==> src/hdl/lbb_pkg.sv <==
// Package for the LED blink and burst controller.
// Holds the transfer payload types, command and mode codes and register indexes.
// No dependencies.
`default_nettype none

package lbb_pkg;

  // Width of all millisecond times and table entries.
  localparam int unsigned TimeW = 32;
  // Field widths fixed by the interface.
  localparam int unsigned IndexW = 4;
  localparam int unsigned LengthW = 5;

  // Command codes carried by an input transfer.
  typedef enum logic [1:0] {
    CMD_TICK  = 2'd0,
    CMD_WRITE = 2'd1,
    CMD_START = 2'd2
  } cmd_e;

  // Base mode codes.
  typedef enum logic [1:0] {
    MODE_OFF   = 2'd0,
    MODE_ON    = 2'd1,
    MODE_BLINK = 2'd2
  } mode_e;

  // Configuration register indexes.
  typedef enum logic [1:0] {
    REG_BASE_MODE = 2'd0,
    REG_ON_TIME   = 2'd1,
    REG_OFF_TIME  = 2'd2
  } reg_e;

  // One input item.
  typedef struct packed {
    logic [1:0]         command;
    logic [TimeW-1:0]   now_ms;
    logic [IndexW-1:0]  entry_index;
    logic [TimeW-1:0]   entry_value;
    logic [LengthW-1:0] burst_length;
  } in_item_t;

  // One result item.
  typedef struct packed {
    logic led;
    logic burst_active;
  } out_item_t;

  // Configuration register contents.
  typedef struct packed {
    logic [1:0]       base_mode;
    logic [TimeW-1:0] on_time_ms;
    logic [TimeW-1:0] off_time_ms;
  } cfg_t;

  // Controller state carried from one item to the next.
  typedef struct packed {
    logic               led_lit;
    logic [TimeW-1:0]   changed_at;
    logic [LengthW-1:0] burst_count;
    logic [LengthW-1:0] burst_position;
  } state_t;

endpackage

`default_nettype wire

==> src/hdl/lbb_ram.sv <==
// Generic single-port-write, single-port-read RAM with a registered read.
// A read of the address being written returns the new data. No dependencies.
`default_nettype none

module lbb_ram #(
  parameter int unsigned WIDTH = 32,
  parameter int unsigned DEPTH = 16
) (
  input  wire logic                     clk_i,
  input  wire logic                     we_i,
  input  wire logic [$clog2(DEPTH)-1:0] waddr_i,
  input  wire logic [WIDTH-1:0]         wdata_i,
  input  wire logic [$clog2(DEPTH)-1:0] raddr_i,
  output logic      [WIDTH-1:0]         rdata_o
);

  logic [WIDTH-1:0] mem_q [DEPTH];
  logic [WIDTH-1:0] rdata_q;

  // Write port.
  always_ff @(posedge clk_i) begin
    if (we_i) begin
      mem_q[waddr_i] <= wdata_i;
    end
  end

  // Registered read, forwarding data written in the same cycle.
  always_ff @(posedge clk_i) begin
    if (we_i && (waddr_i == raddr_i)) begin
      rdata_q <= wdata_i;
    end else begin
      rdata_q <= mem_q[raddr_i];
    end
  end

  assign rdata_o = rdata_q;

endmodule

`default_nettype wire

==> src/hdl/lbb_step.sv <==
// Next-state logic of the LED controller for one accepted item.
// Depends on lbb_pkg for the item, configuration and state types.
`default_nettype none

module lbb_step #(
  parameter int unsigned BURST_DEPTH = 16
) (
  input  lbb_pkg::in_item_t           item_i,
  input  lbb_pkg::cfg_t               cfg_i,
  input  lbb_pkg::state_t             state_i,
  input  wire logic [lbb_pkg::TimeW-1:0] entry_i,
  output lbb_pkg::state_t             state_o
);

  import lbb_pkg::*;

  logic [TimeW-1:0]   elapsed;
  logic [TimeW-1:0]   off_dur;
  logic               want;
  logic [LengthW-1:0] pos_next;

  // Wrapping elapsed time and the effective blink off time.
  assign elapsed = item_i.now_ms - state_i.changed_at;
  assign off_dur = (cfg_i.off_time_ms != '0) ? cfg_i.off_time_ms : cfg_i.on_time_ms;
  // Even positions are on times, odd positions are off times.
  assign want    = ~state_i.burst_position[0];

  always_comb begin
    state_o  = state_i;
    pos_next = state_i.burst_position;
    case (item_i.command)
      CMD_TICK: begin
        if (state_i.burst_count != '0) begin
          // Burst playback: first take up the wanted level, then time it out.
          if (state_i.led_lit != want) begin
            state_o.led_lit    = want;
            state_o.changed_at = item_i.now_ms;
          end else if (elapsed >= entry_i) begin
            state_o.led_lit    = ~want;
            state_o.changed_at = item_i.now_ms;
            pos_next           = state_i.burst_position + LengthW'(1);
          end
          state_o.burst_position = pos_next;
          if (pos_next >= state_i.burst_count) begin
            state_o.burst_count = '0;
          end
        end else begin
          // Base mode.
          case (cfg_i.base_mode)
            MODE_OFF: begin
              state_o.led_lit    = 1'b0;
              state_o.changed_at = item_i.now_ms;
            end
            MODE_ON: begin
              state_o.led_lit    = 1'b1;
              state_o.changed_at = item_i.now_ms;
            end
            MODE_BLINK: begin
              if (state_i.led_lit && (elapsed >= cfg_i.on_time_ms)) begin
                state_o.led_lit    = 1'b0;
                state_o.changed_at = item_i.now_ms;
              end else if (!state_i.led_lit && (elapsed >= off_dur)) begin
                state_o.led_lit    = 1'b1;
                state_o.changed_at = item_i.now_ms;
              end
            end
            default: begin
              // The unused mode holds the LED as it is.
            end
          endcase
        end
      end
      CMD_START: begin
        // Lengths beyond the table depth saturate; zero cancels a burst.
        if (32'(item_i.burst_length) > 32'(BURST_DEPTH)) begin
          state_o.burst_count = LengthW'(BURST_DEPTH);
        end else begin
          state_o.burst_count = item_i.burst_length;
        end
        state_o.burst_position = '0;
      end
      default: begin
        // Table writes are handled by the RAM; the unused command does nothing.
      end
    endcase
  end

endmodule

`default_nettype wire

==> src/hdl/led_blink_burst_controller.sv <==
// LED blink and burst controller. The result of an item is presented in the cycle after
// its transfer, from the output register. Throughput: one item per cycle, limited
// only by the output register; the table read for the next tick is registered in the RAM.
// Reset (asynchronous, active low) clears the LED state, burst state and configuration;
// the burst table is not cleared and must be written before it is played.
// Depends on lbb_pkg, lbb_ram and lbb_step.
`default_nettype none

module led_blink_burst_controller #(
  parameter int unsigned BURST_DEPTH = 16
) (
  input  wire logic               clk_i,
  input  wire logic               rst_ni,
  // Configuration write channel.
  input  wire logic               cfg_valid_i,
  output logic                    cfg_ready_o,
  input  wire logic [1:0]         cfg_index_i,
  input  wire logic [31:0]        cfg_data_i,
  // Input item channel.
  input  wire logic               in_valid_i,
  output logic                    in_ready_o,
  input  lbb_pkg::in_item_t       in_data_i,
  // Result channel.
  output logic                    out_valid_o,
  input  wire logic               out_ready_i,
  output lbb_pkg::out_item_t      out_data_o
);

  import lbb_pkg::*;

  localparam int unsigned AddrW = $clog2(BURST_DEPTH);

  cfg_t             cfg_q;
  state_t           state_q, state_d, step_state;
  logic             out_valid_q;
  out_item_t        out_data_q;
  logic             in_fire;
  logic             tbl_we;
  logic [TimeW-1:0] tbl_rdata;

  // Configuration registers, always ready.
  assign cfg_ready_o = 1'b1;

  always_ff @(posedge clk_i or negedge rst_ni) begin
    if (!rst_ni) begin
      cfg_q <= '0;
    end else if (cfg_valid_i) begin
      case (cfg_index_i)
        REG_BASE_MODE: cfg_q.base_mode   <= cfg_data_i[1:0];
        REG_ON_TIME:   cfg_q.on_time_ms  <= cfg_data_i;
        REG_OFF_TIME:  cfg_q.off_time_ms <= cfg_data_i;
        default: begin
          // Writes beyond the register list are dropped.
        end
      endcase
    end
  end

  // An item is taken whenever the output register is free or being emptied.
  assign in_ready_o = !out_valid_q || out_ready_i;
  assign in_fire    = in_valid_i && in_ready_o;

  // Burst table writes for in-range indexes.
  assign tbl_we = in_fire && (in_data_i.command == CMD_WRITE) &&
                  (32'(in_data_i.entry_index) < 32'(BURST_DEPTH));

  // The read address follows the next position, so the entry is ready for the next tick.
  lbb_ram #(
    .WIDTH (TimeW),
    .DEPTH (BURST_DEPTH)
  ) u_table (
    .clk_i   (clk_i),
    .we_i    (tbl_we),
    .waddr_i (AddrW'(in_data_i.entry_index)),
    .wdata_i (in_data_i.entry_value),
    .raddr_i (AddrW'(state_d.burst_position)),
    .rdata_o (tbl_rdata)
  );

  lbb_step #(
    .BURST_DEPTH (BURST_DEPTH)
  ) u_step (
    .item_i  (in_data_i),
    .cfg_i   (cfg_q),
    .state_i (state_q),
    .entry_i (tbl_rdata),
    .state_o (step_state)
  );

  assign state_d = in_fire ? step_state : state_q;

  // Controller state.
  always_ff @(posedge clk_i or negedge rst_ni) begin
    if (!rst_ni) begin
      state_q <= '0;
    end else begin
      state_q <= state_d;
    end
  end

  // Output register valid flag.
  always_ff @(posedge clk_i or negedge rst_ni) begin
    if (!rst_ni) begin
      out_valid_q <= 1'b0;
    end else if (in_ready_o) begin
      out_valid_q <= in_fire;
    end
  end

  // Output register payload.
  always_ff @(posedge clk_i) begin
    if (in_fire) begin
      out_data_q.led          <= step_state.led_lit;
      out_data_q.burst_active <= (step_state.burst_count != '0);
    end
  end

  assign out_valid_o = out_valid_q;
  assign out_data_o  = out_data_q;

  // The burst length never exceeds the table depth.
  assert property (@(posedge clk_i) disable iff (!rst_ni)
    32'(state_q.burst_count) <= 32'(BURST_DEPTH))
    else $error("burst count exceeds table depth");

  // While a burst plays, the position stays below its length.
  assert property (@(posedge clk_i) disable iff (!rst_ni)
    (state_q.burst_count != '0) |-> (state_q.burst_position < state_q.burst_count))
    else $error("burst position has run past the burst length");

  // A start with zero length leaves no burst running and reports it so.
  assert property (@(posedge clk_i) disable iff (!rst_ni)
    (in_fire && (in_data_i.command == CMD_START) && (in_data_i.burst_length == '0))
    |=> (state_q.burst_count == '0) && out_valid_o && !out_data_o.burst_active)
    else $error("zero-length start did not cancel the burst");

endmodule

`default_nettype wire
==> config.mk <==
export PLATFORM = sky130hd
export DESIGN_NAME = led_blink_burst_controller
export DESIGN_NICKNAME = d
export VERILOG_FILES = /design/src/hdl/lbb_pkg.sv /design/src/hdl/lbb_ram.sv /design/src/hdl/lbb_step.sv /design/src/hdl/led_blink_burst_controller.sv
export SDC_FILE = /design/constraint.sdc
export NUM_CORES = 1
export LEC_CHECK = 0
export ABC_AREA = 0
export BUFFER_PORTS_ARGS = -buffer_cell sky130_fd_sc_hd__buf_2
export CAP_MARGIN = 5
export CELL_PAD_IN_SITES_DETAIL_PLACEMENT = 0
export CELL_PAD_IN_SITES_GLOBAL_PLACEMENT = 1
export CORE_ASPECT_RATIO = 2
export CORE_MARGIN = 5
export CORE_UTILIZATION = 48
export CTS_BUF_LIST = sky130_fd_sc_hd__clkbuf_8 sky130_fd_sc_hd__clkbuf_16
export DETAILED_ROUTE_END_ITERATION = 7
export PLACE_DENSITY_LB_ADDON = 0.1
export SLEW_MARGIN = 20
export SYNTH_ARGS = -nofsm -noshare
export SYNTH_HDL_FRONTEND = slang
export SYNTH_SLANG_ARGS = --single-unit
==> constraint.sdc <==
create_clock -name clk_i -period 6 [get_ports clk_i]
set_input_delay 0.9 -clock clk_i [delete_from_list [all_inputs] [get_ports clk_i]]
set_output_delay 0.9 -clock clk_i [all_outputs]
set_load 0.1 [all_outputs]
# --- Word level (Yosys, flattened, before mapping) ---
# Memory sizes are Yosys's and may differ from the RTL's. A register that Yosys moved wholly into a read port is not among the register bits.
# Cells that the tools add are included.
totals:
  ram_bits: 512
  mem_count: 1
  reg_bits: 112
classes:
  eq_ne: 10
  add_sub_neg: 2
  bitwise: 1
  n_reduce_logical: 20
  n_lt_le_gt_ge: 5
  mux: 19
memory_table:
  columns: ["name", "depth", "word_bits", "rd", "rd_ports_with_merged_regs", "write_ports", "line", "source"]
  rows:
  - ["u_table.mem_q", 16, 32, 1, 1, 1, "lbb_ram.sv:17", "logic [WIDTH-1:0] mem_q [DEPTH];"]
op_table:
  columns: ["cell", "count"]
  rows:
  - ["$mux W33", 6]
  - ["$pmux W33 S3", 1]
  - ["$ge A32 B32 Y1", 3]
  - ["$mux W32", 1]
  - ["$reduce_bool A32 Y1", 1]
  - ["$sub A32 B32 Y32", 1]
  - ["$mux W5", 6]
  - ["$pmux W10 S2", 1]
  - ["$mux W10", 1]
  - ["$reduce_bool A5 Y1", 2]
  - ["$eq A2 B1 Y1 const B", 3]
  - ["$eq A2 B2 Y1 const B", 3]
  - ["$logic_not A2 Y1", 3]
  - ["$reduce_and A2 Y1", 3]
  - ["$add A5 B1 Y5 const B", 1]
  - ["$ge A5 B5 Y1", 1]
  - ["$gt A5 B5 Y1 const B", 1]
  - ["$reduce_and A5 Y1", 1]
  - ["$logic_and A1 B1 Y1", 4]
  - ["$mux W4", 1]
  - ["$ne A4 B1 Y1 const B", 1]
  - ["$reduce_bool A4 Y1", 1]
  - ["$ne A3 B3 Y1 const B", 1]
  - ["$reduce_and A3 Y1", 1]
  - ["7 further kinds", 9]

# --- Depth between registers and ports, before layout ---
# Gate-level depths: netlist of the first run.
depth:
  depth_word: 11
  ltp_mapped: 34
  depth_no_buf: 34

# --- Modules after synthesis ---
# From an unflattened synthesis of the first run, not the netlist that was laid out.
hier_totals:
  hier_cells: 1753
  hier_area_um2: 28841.4
modules_own_cells:
  columns: ["mod", "cells_each", "seq_area_each_um2", "n_inst", "area_per_inst_um2"]
  rows:
  - ["lbb_ram", 810, 15454.8, 1, 19274.7]
  - ["lbb_step", 699, 0.0, 1, 5187.5]
  - ["led_blink_burst_controller", 244, 2812.7, 1, 4379.2]

# --- Worst setup path after synthesis of the first run ---
# OpenSTA, ideal clock, no wires.
synth_path:
  path_type: "in2reg"
  from: "in in_data_i[41] in the netlist's numbering"
  to: "reg out_data_q (netlist bit out_data_o[0]) (data pin)"
  t_required_ps: 5731
  setup_time_ps: 269
  t_arrival_ps: 6716
  setup_slack_ps: -985
  stages: 32
  path_cell_list: "inv_1 -> ha_1 -> inv_1 -> fa_1 -> a211oi_1 -> o211ai_1 -> o211ai_2 -> o211ai_1 -> a31oi_1 -> o21bai_1 -> a2111oi_1 -> nor2_1 -> xor2_1 -> ha_1 -> a21o_1 -> a21o_1 -> a21o_1 -> a21oi_1 -> o21ai_0 -> a21oi_1 -> nor2_1 -> mux2_2 -> ha_1 -> a21oi_1 -> nor2b_1 -> o21ai_0 -> nand2b_1 -> a211oi_1 -> a221o_1 -> a221o_1 -> nor4_1 -> o21ai_0"
synth_via:
  elab_chain_len: 11
synth_lines:
  columns: ["item", "line", "source"]
  rows:
  - ["start, declared", "led_blink_burst_controller.sv:22", "input lbb_pkg::in_item_t in_data_i,"]
  - ["$sub A32 B32 Y32", "lbb_step.sv:23", "assign elapsed = item_i.now_ms - state_i.changed_at;"]
  - ["$ge A32 B32 Y1", "lbb_step.sv:38", "end else if (elapsed >= entry_i) begin"]
  - ["$mux W5", "lbb_step.sv:38", null]
  - ["$mux W5", "lbb_step.sv:35", "if (state_i.led_lit != want) begin"]
  - ["$mux W5", "lbb_step.sv:33", "if (state_i.burst_count != '0) begin"]
  - ["$mux W5", "lbb_step.sv:31", "case (item_i.command)"]
  - ["$ge A5 B5 Y1", "lbb_step.sv:44", "if (pos_next >= state_i.burst_count) begin"]
  - ["$mux W5", "lbb_step.sv:44", null]
  - ["$mux W10", "lbb_step.sv:33", null]
  - ["$pmux W10 S2", "lbb_step.sv:31", null]
  - ["$reduce_bool A5 Y1", "led_blink_burst_controller.sv:114", "out_data_q.burst_active <= (step_state.burst_count != '0);"]
  - ["end, declared", "led_blink_burst_controller.sv:36", "out_item_t out_data_q;"]
# Every way passes these cells. The select of a mux whose other input is x is not followed.
# A chain may end at the register's enable or synchronous reset.

# --- Worst setup path in the final report of the first run ---
# Same ends and word-level chain as after synthesis.

==> results of run 1 <==
[timing repair]
action,4_1_cts,5_1_grt
setup buffers,8,10
pin swaps,35,22
setup endpoints to repair,39,36
resized for setup,34,39
cloned,0,1
[metrics by stage]
| stage | cell area [µm²] | setup WS [ns] | utilization (%) | TNS, ns |
|---|---|---|---|---|
| 6_report | 33620 | -0.3628 | 57.79 | -0.9361 |
| 5_1_grt | 33620 | -0.6526 | 57.78 | -3.072 |
| 4_1_cts | 33330 | -0.4162 | 57.29 | -1.010 |
| 3_5_place_dp | 31350 | -1.245 | 53.88 | -32.05 |
| 3_3_place_gp | 31350 | -1.259 | 53.88 | -31.46 |
| 2_1_floorplan | 28280 | -0.3773 | - | -0.5188 |
[power by group through the flow]
stage / combinational (mW) / clock, mW / sequential (mW)
after floorplan: 4.49 / 0 / 5.20
after global placement: 7.33 / 0 / 5.33
after detailed placement: 7.41 / 0 / 5.33
after CTS: 7.75 / 3.59 / 5.25
after global routing: 8.60 / 3.78 / 5.28
final: 7.85 / 3.51 / 5.25
[worst max-delay path by stage]
stage                   from            end  depth (start not counted)
6_report       in_data_i[41]  out_data_o[0]                         35
5_1_grt          state_q[10]  out_data_o[0]                         33
4_1_cts          state_q[10]  out_data_o[0]                         33
3_5_place_dp   in_data_i[41]  out_data_o[0]                         34
3_3_place_gp   in_data_i[41]  out_data_o[0]                         34
2_1_floorplan  in_data_i[41]  out_data_o[0]                         32
[cells by family (layout without fill, tap and decap cells)]
group / count (synthesis) / in the layout / synth area share, %
mux: 260 / 260 / 17.16
xor+xnor: 32 / 32 / 0.9936
fa+ha+maj: 133 / 133 / 5.921
other cells: 1 / 3 / 0.01329
flops: 628 / 628 / 64.76
compound gates: 233 / 233 / 5.487
simple gates: 187 / 187 / 3.380
buf+inv: 163 / 536 / 2.289
[metal layers]
layer / GRT usage (%) / vias up
li1: - / 7169
met1: 25.04 / 8294
met2: 43.43 / 318
met3: 2.905 / 140
met4: 6.956 / 6
met5: 0 / -
[critical path: cells and delay by family]
family / cells / cell delay (ns)
xor+xnor: 1 / 0.21
mux: 1 / 0.33
simple gates: 4 / 0.35
buf+inv: 6 / 0.64
fa+ha+maj: 4 / 1.03
compound gates: 19 / 3.19
[layout by cell type (no fill, tap or decap), drive strengths merged, types with 7 or more instances in the layout]
master      n
mux2       98
nand3      19
o211ai      7
nor3       16
o21ai      34
edfxtp    514
nand2b     15
a211oi      7
o21a       13
clkbuf     55
dfrtp     110
a21oi      87
clkinv     17
xnor2      25
and3        7
xor2        7
nor4       10
a21o       30
mux4      160
buf       327
nand4      13
ha        131
nand2      34
nor2b      10
inv       124
nor2       45
clkinvlp    7
[sequential cells by signal, summed over array words and instances (netlist names), named ones only]
register       count
u_table.mem_q    512
cfg_q             66
state_q           43
out_data_o         2
out_valid_o        1
[final cells by class]
| type | instances | area (µm²) |
|---|---|---|
| Sequential cell | 628 | 18280 |
| Antenna cell | 2 | 5.005 |
| Inverter | 110 | 425.4 |
| Tap cell | 762 | 953.4 |
| Clock buffer | 54 | 1351 |
| Clock inverter | 44 | 396.6 |
| Fill cell | 4615 | 24560 |
| Timing Repair Buffer | 328 | 2436 |
| Multi-Input combinational cell | 846 | 9776 |
==> impl_metrics.tcl, run 1 <==
set metrics [dict create \
    vias_per_cell 5.742 \
    globalplace.congestion 0.8543 \
    rsz0062_at_grt "true" \
    whs_ns 0.3747 \
    r2r_slack_ns -0.33 \
    p_per_area_nw_per_um2 494.2 \
    firstDrtPassIters 4 \
    syn_avg_cell_area_um2 17.23 \
    min_path_type "input port to async pin" \
    clkPwrFrac_pct 21.1 \
    syn_area_um2 28210 \
    yosysTopAreaCellShare_pct 54.72 \
    r2r-start "state_q[18]" \
    dr.max_layer_used "met5" \
    p_comb_share_pct 47.3 \
    grt_max_degree 58 \
    die_h_um 352.8 \
    synth-edff-count 514 \
    grt_pass1_wl_um 107600 \
    cp_slowest_cell "a221o_1" \
    rr_endpoint "out_data_o[0]" \
    cts_buffers 54 \
    synth_seq_cells 628 \
    finClkSkew_ns 0.01936 \
    worstRegToRegCells 32 \
    clock.fmax_ghz 0.1572 \
    drive_gt1_share_pct 37.71 \
    vias 15930 \
    synthFlopType "edfxtp_1" \
    power_mw 16.61 \
    yosysWarnings 0 \
    instances_no_fill 2774 \
    drc_errors 0 \
    cts_buffer_depth 3 \
    cts.sink_count 628 \
    fp.coreArea_um2 58180 \
    leakage_nw 12.66 \
    min_period_over_period_pct 106.0 \
    p_sw_mw 5.617 \
    syn_inst 1637 \
    arrival_ns 6.71 \
    layout_setup_ws_ns -0.3628 \
    worst_skew_pair.late_latency_ns 0.61 \
    wire_per_inst_um 25.97 \
    drt-initial-drc-count 1020 \
    antenna_found_initial 8 \
    cts_tree "built" \
    p_int_mw 11.00 \
    slew_headroom_pct 36.08 \
    hold_buffers 0 \
    track_usage_pct 22.34 \
    wl_met3_um 2419 \
    critPathRequiredTime_ns 6.35 \
    tightestPinTransition_ns 0.9566 \
    setup_violations 5 \
    crit_type "input port to flip-flop" \
    row_count 125 \
    grt_pass1_vias 17270 \
    slowest_delay_ns 0.37 \
    final_antenna_net_count 0 \
    ys_top_cells_by_area "edfxtp_1 55%, mux4_2 13%, dfrtp_1 9.8%" \
    start_util_pct 48.48 \
    synth_top_cell_by_area "edfxtp_1" \
    yosysMostFrequentCell "edfxtp_1" \
    yosysSeqAreaShare_pct 64.76 \
    ctsRootBufferMaster "clkbuf_16" \
    vdd_drop_max_uv 256.2 \
    seqPwrFrac_pct 31.6 \
    overflow 0 \
    violations "negative setup slack" \
    p_sw_share_pct 33.81 \
    path_clk_slew_ns 0.07 \
    ios 119 \
    htreeDepth 2 \
    port-buffer-count 117 \
    synth.distinct_cells 76 \
    max-cap-violations 0 \
    finalNetCount 2214 \
    fp.dieArea_um2 64010 \
    async_flop_share_pct 17.52 \
    critPathCaptureType "flip-flop" \
    synth_fp_nets 1883 \
    route.met2.wl_um 40980 \
    period_needed_ns 6.363 \
    netlist_top_cells_count "514 x edfxtp_1, 160 x mux4_2, 131 x ha_1, 110 x dfrtp_1, 110 x inv_1" \
    dp_hpwl_um 49320 \
    wl_met1_um 25720 \
    crit_fanout 4 \
    dp.cells 2655 \
    hold_violations 0 \
    die_x_um 181.4 \
    outcome "finished, violations left" \
    cp-start-kind "input port" \
    area_growth_pct 19.19 \
    finalMaxSlewViolations 0 \
    drt_wl_total_um 72040 \
]
No activity file was read; power rests on OpenSTA's default activity.
==> inputs of run 2 (changes only) <==
--- a/config.mk
+++ b/config.mk
@@ -18,2 +18,3 @@
 export PLACE_DENSITY_LB_ADDON = 0.1
+export SETUP_SLACK_MARGIN = 0.05
 export SLEW_MARGIN = 20
--- a/constraint.sdc
+++ b/constraint.sdc
@@ -3,2 +3,2 @@
 set_output_delay 0.9 -clock clk_i [all_outputs]
-set_load 0.1 [all_outputs]
+set_load 0.05 [all_outputs]
==> run 2 against run 1 <==
Compared with the run above:
- the run still ends with negative setup slack left
- register-to-register slack barely moved
- wire length grew 0.30%
- core utilization grew 0.29 points
==> impl_metrics.tcl, run 2 (synthesis gave the netlist of run 1 again) <==
set metrics [dict create \
    cp_slowest_cell "a2111oi_4" \
    port-buffer-count 117 \
    worst_skew_pair.late_latency_ns 0.61 \
    mostFrequentLayoutCells "514 x edfxtp_1, 186 x buf_4, 160 x mux4_2, 123 x ha_1, 120 x inv_1" \
    p_per_area_nw_per_um2 495.9 \
    vias 15930 \
    regArea_um2 18280 \
    seqPwrFrac_pct 31.3 \
    cts_tree "built" \
    drc_errors 0 \
    max-cap-violations 0 \
    multiInputGateArea_um2 9866 \
    reg_top3 "u_table.mem_q x512, cfg_q x66, state_q x43" \
    vias_per_cell 5.735 \
    cts_buffers 54 \
    area_growth_pct 19.78 \
    drive_gt1_share_pct 38.33 \
    finClkSkew_ns 0.01906 \
    clock.fmax_ghz 0.1571 \
    fp.coreArea_um2 58180 \
    min_path_type "input port to async pin" \
    wire_per_inst_um 26.01 \
    r2r_slack_ns -0.33 \
    p_comb_share_pct 47.7 \
    overflow 0 \
    p_sw_mw 5.672 \
    final_common_cell "edfxtp_1" \
    finalNetCount 2218 \
    ios 119 \
    row_count 125 \
    layout_setup_ws_ns -0.3671 \
    grt_pass1_wl_um 107700 \
    final_antenna_net_count 0 \
    rsz0062_at_grt "true" \
    drt_wl_total_um 72260 \
    slew_headroom_pct 36.88 \
    cts_buffer_depth 3 \
    setup_tns_ns -0.9700 \
    largest_register_ffs 512 \
    track_usage_pct 22.34 \
    arrival_ns 6.72 \
    ctsRootBufferMaster "clkbuf_16" \
    dp_hpwl_um 49320 \
    grt_max_degree 58 \
    die_x_um 181.4 \
    hold_buffers 0 \
    cp-start-kind "input port" \
    outcome "finished, violations left" \
    clkPwrFrac_pct 21.0 \
    hold_violations 0 \
    whs_ns 0.3760 \
    crit_type "input port to flip-flop" \
    slowest_delay_ns 0.37 \
    antenna_found_initial 8 \
    path_clk_slew_ns 0.07 \
    violations "negative setup slack" \
    grt_pass1_vias 17280 \
    finalMaxSlewViolations 0 \
    period_needed_ns 6.367 \
    fp.dieArea_um2 64010 \
    die_h_um 352.8 \
    post-place-ws_ns -1.245 \
    critPathCaptureType "flip-flop" \
    drt-initial-drc-count 1006 \
    final_util_pct 58.08 \
    start_util_pct 48.48 \
    p_sw_share_pct 33.85 \
    globalplace.congestion 0.8543 \
    firstDrtPassIters 5 \
    min_period_over_period_pct 106.1 \
    n_fill_cell 4593 \
    critPathRequiredTime_ns 6.35 \
    cts.sink_count 628 \
    htreeDepth 2 \
    top_register "u_table.mem_q" \
    p_int_mw 11.09 \
    leakage_nw 12.72 \
    crit_fanout 4 \
    vdd_drop_max_uv 255.9 \
    setup_violations 6 \
    tightestPinTransition_ns 0.9446 \
]
run 2: cell count changes in the layout (fill, tap and decap cells not counted), sizes merged:
cell | before | now
clkbuf | 55 | 56
buf | 327 | 330
run 2: area by class of cell:
| class | count | share of cell area [%] |
|---|---|---|
| Sequential cell | 628 | 54.09 |
| Multi-Input combinational cell | 846 | 29.20 |
| Timing Repair Buffer | 332 | 7.439 |
| Clock buffer | 54 | 3.999 |
| Tap cell | 762 | 2.822 |
| Inverter | 110 | 1.259 |
| Clock inverter | 44 | 1.174 |
| Antenna cell | 2 | 0.01481 |
run 2: final timing paths:
check | startpoint | end | cells past startpoint
max | in_data_i[41] | out_data_o[0] | 35
max in group asynchronous | rst_ni | state_q[38] | 2
min | rst_ni | cfg_q[33] | 1
max reg2reg | state_q[10] | out_data_o[0] | 33
min in group clk_i | in_valid_i | out_valid_o | 2
min reg2reg | state_q[37] | state_q[37] | 1
run 2: metal layers:
layer | up-vias | global-route usage (%) | wire length [µm]
li1 | 7178 | - | -
met5 | - | 0 | 39
met2 | 310 | 43.44 | 41170
met4 | 6 | 6.956 | 2664
met3 | 132 | 2.905 | 2371
met1 | 8306 | 25.04 | 26010
run 2: power by group through the flow:
stage	Combinational, mW	Clock [mW]	Sequential, mW
after floorplan	4.48	0	5.19
after global placement	7.31	0	5.33
after detailed placement	7.40	0	5.33
after CTS	7.75	3.59	5.25
after global routing	8.73	3.78	5.28
final	7.99	3.51	5.25
run 2: critical path, delay by kind of cell:
kind	cells	cell delay, ns
AO/OA/AOI/OAI	19	3.20
buffers and inverters	6	0.64
multiplexers	1	0.33
adder cells (fa/ha/maj)	4	1.03
AND/OR/NAND/NOR	4	0.35
XOR/XNOR	1	0.21
run 2: through the flow:
stage	instance area, µm²	power [mW]	std cells
after floorplan	28280	9.674	1637
after global placement	31350	12.64	2655
after detailed placement	31350	12.74	2655
after CTS	33340	16.59	2761
after global routing	33780	17.80	2776
final	33790	16.76	2778
run 2: what timing repair did:
action | in CTS | in global routing
pin swaps | 35 | 31
setup endpoints to repair | 39 | 40
resized for setup | 35 | 60
cloned | 0 | 2
buffers inserted | 8 | 13
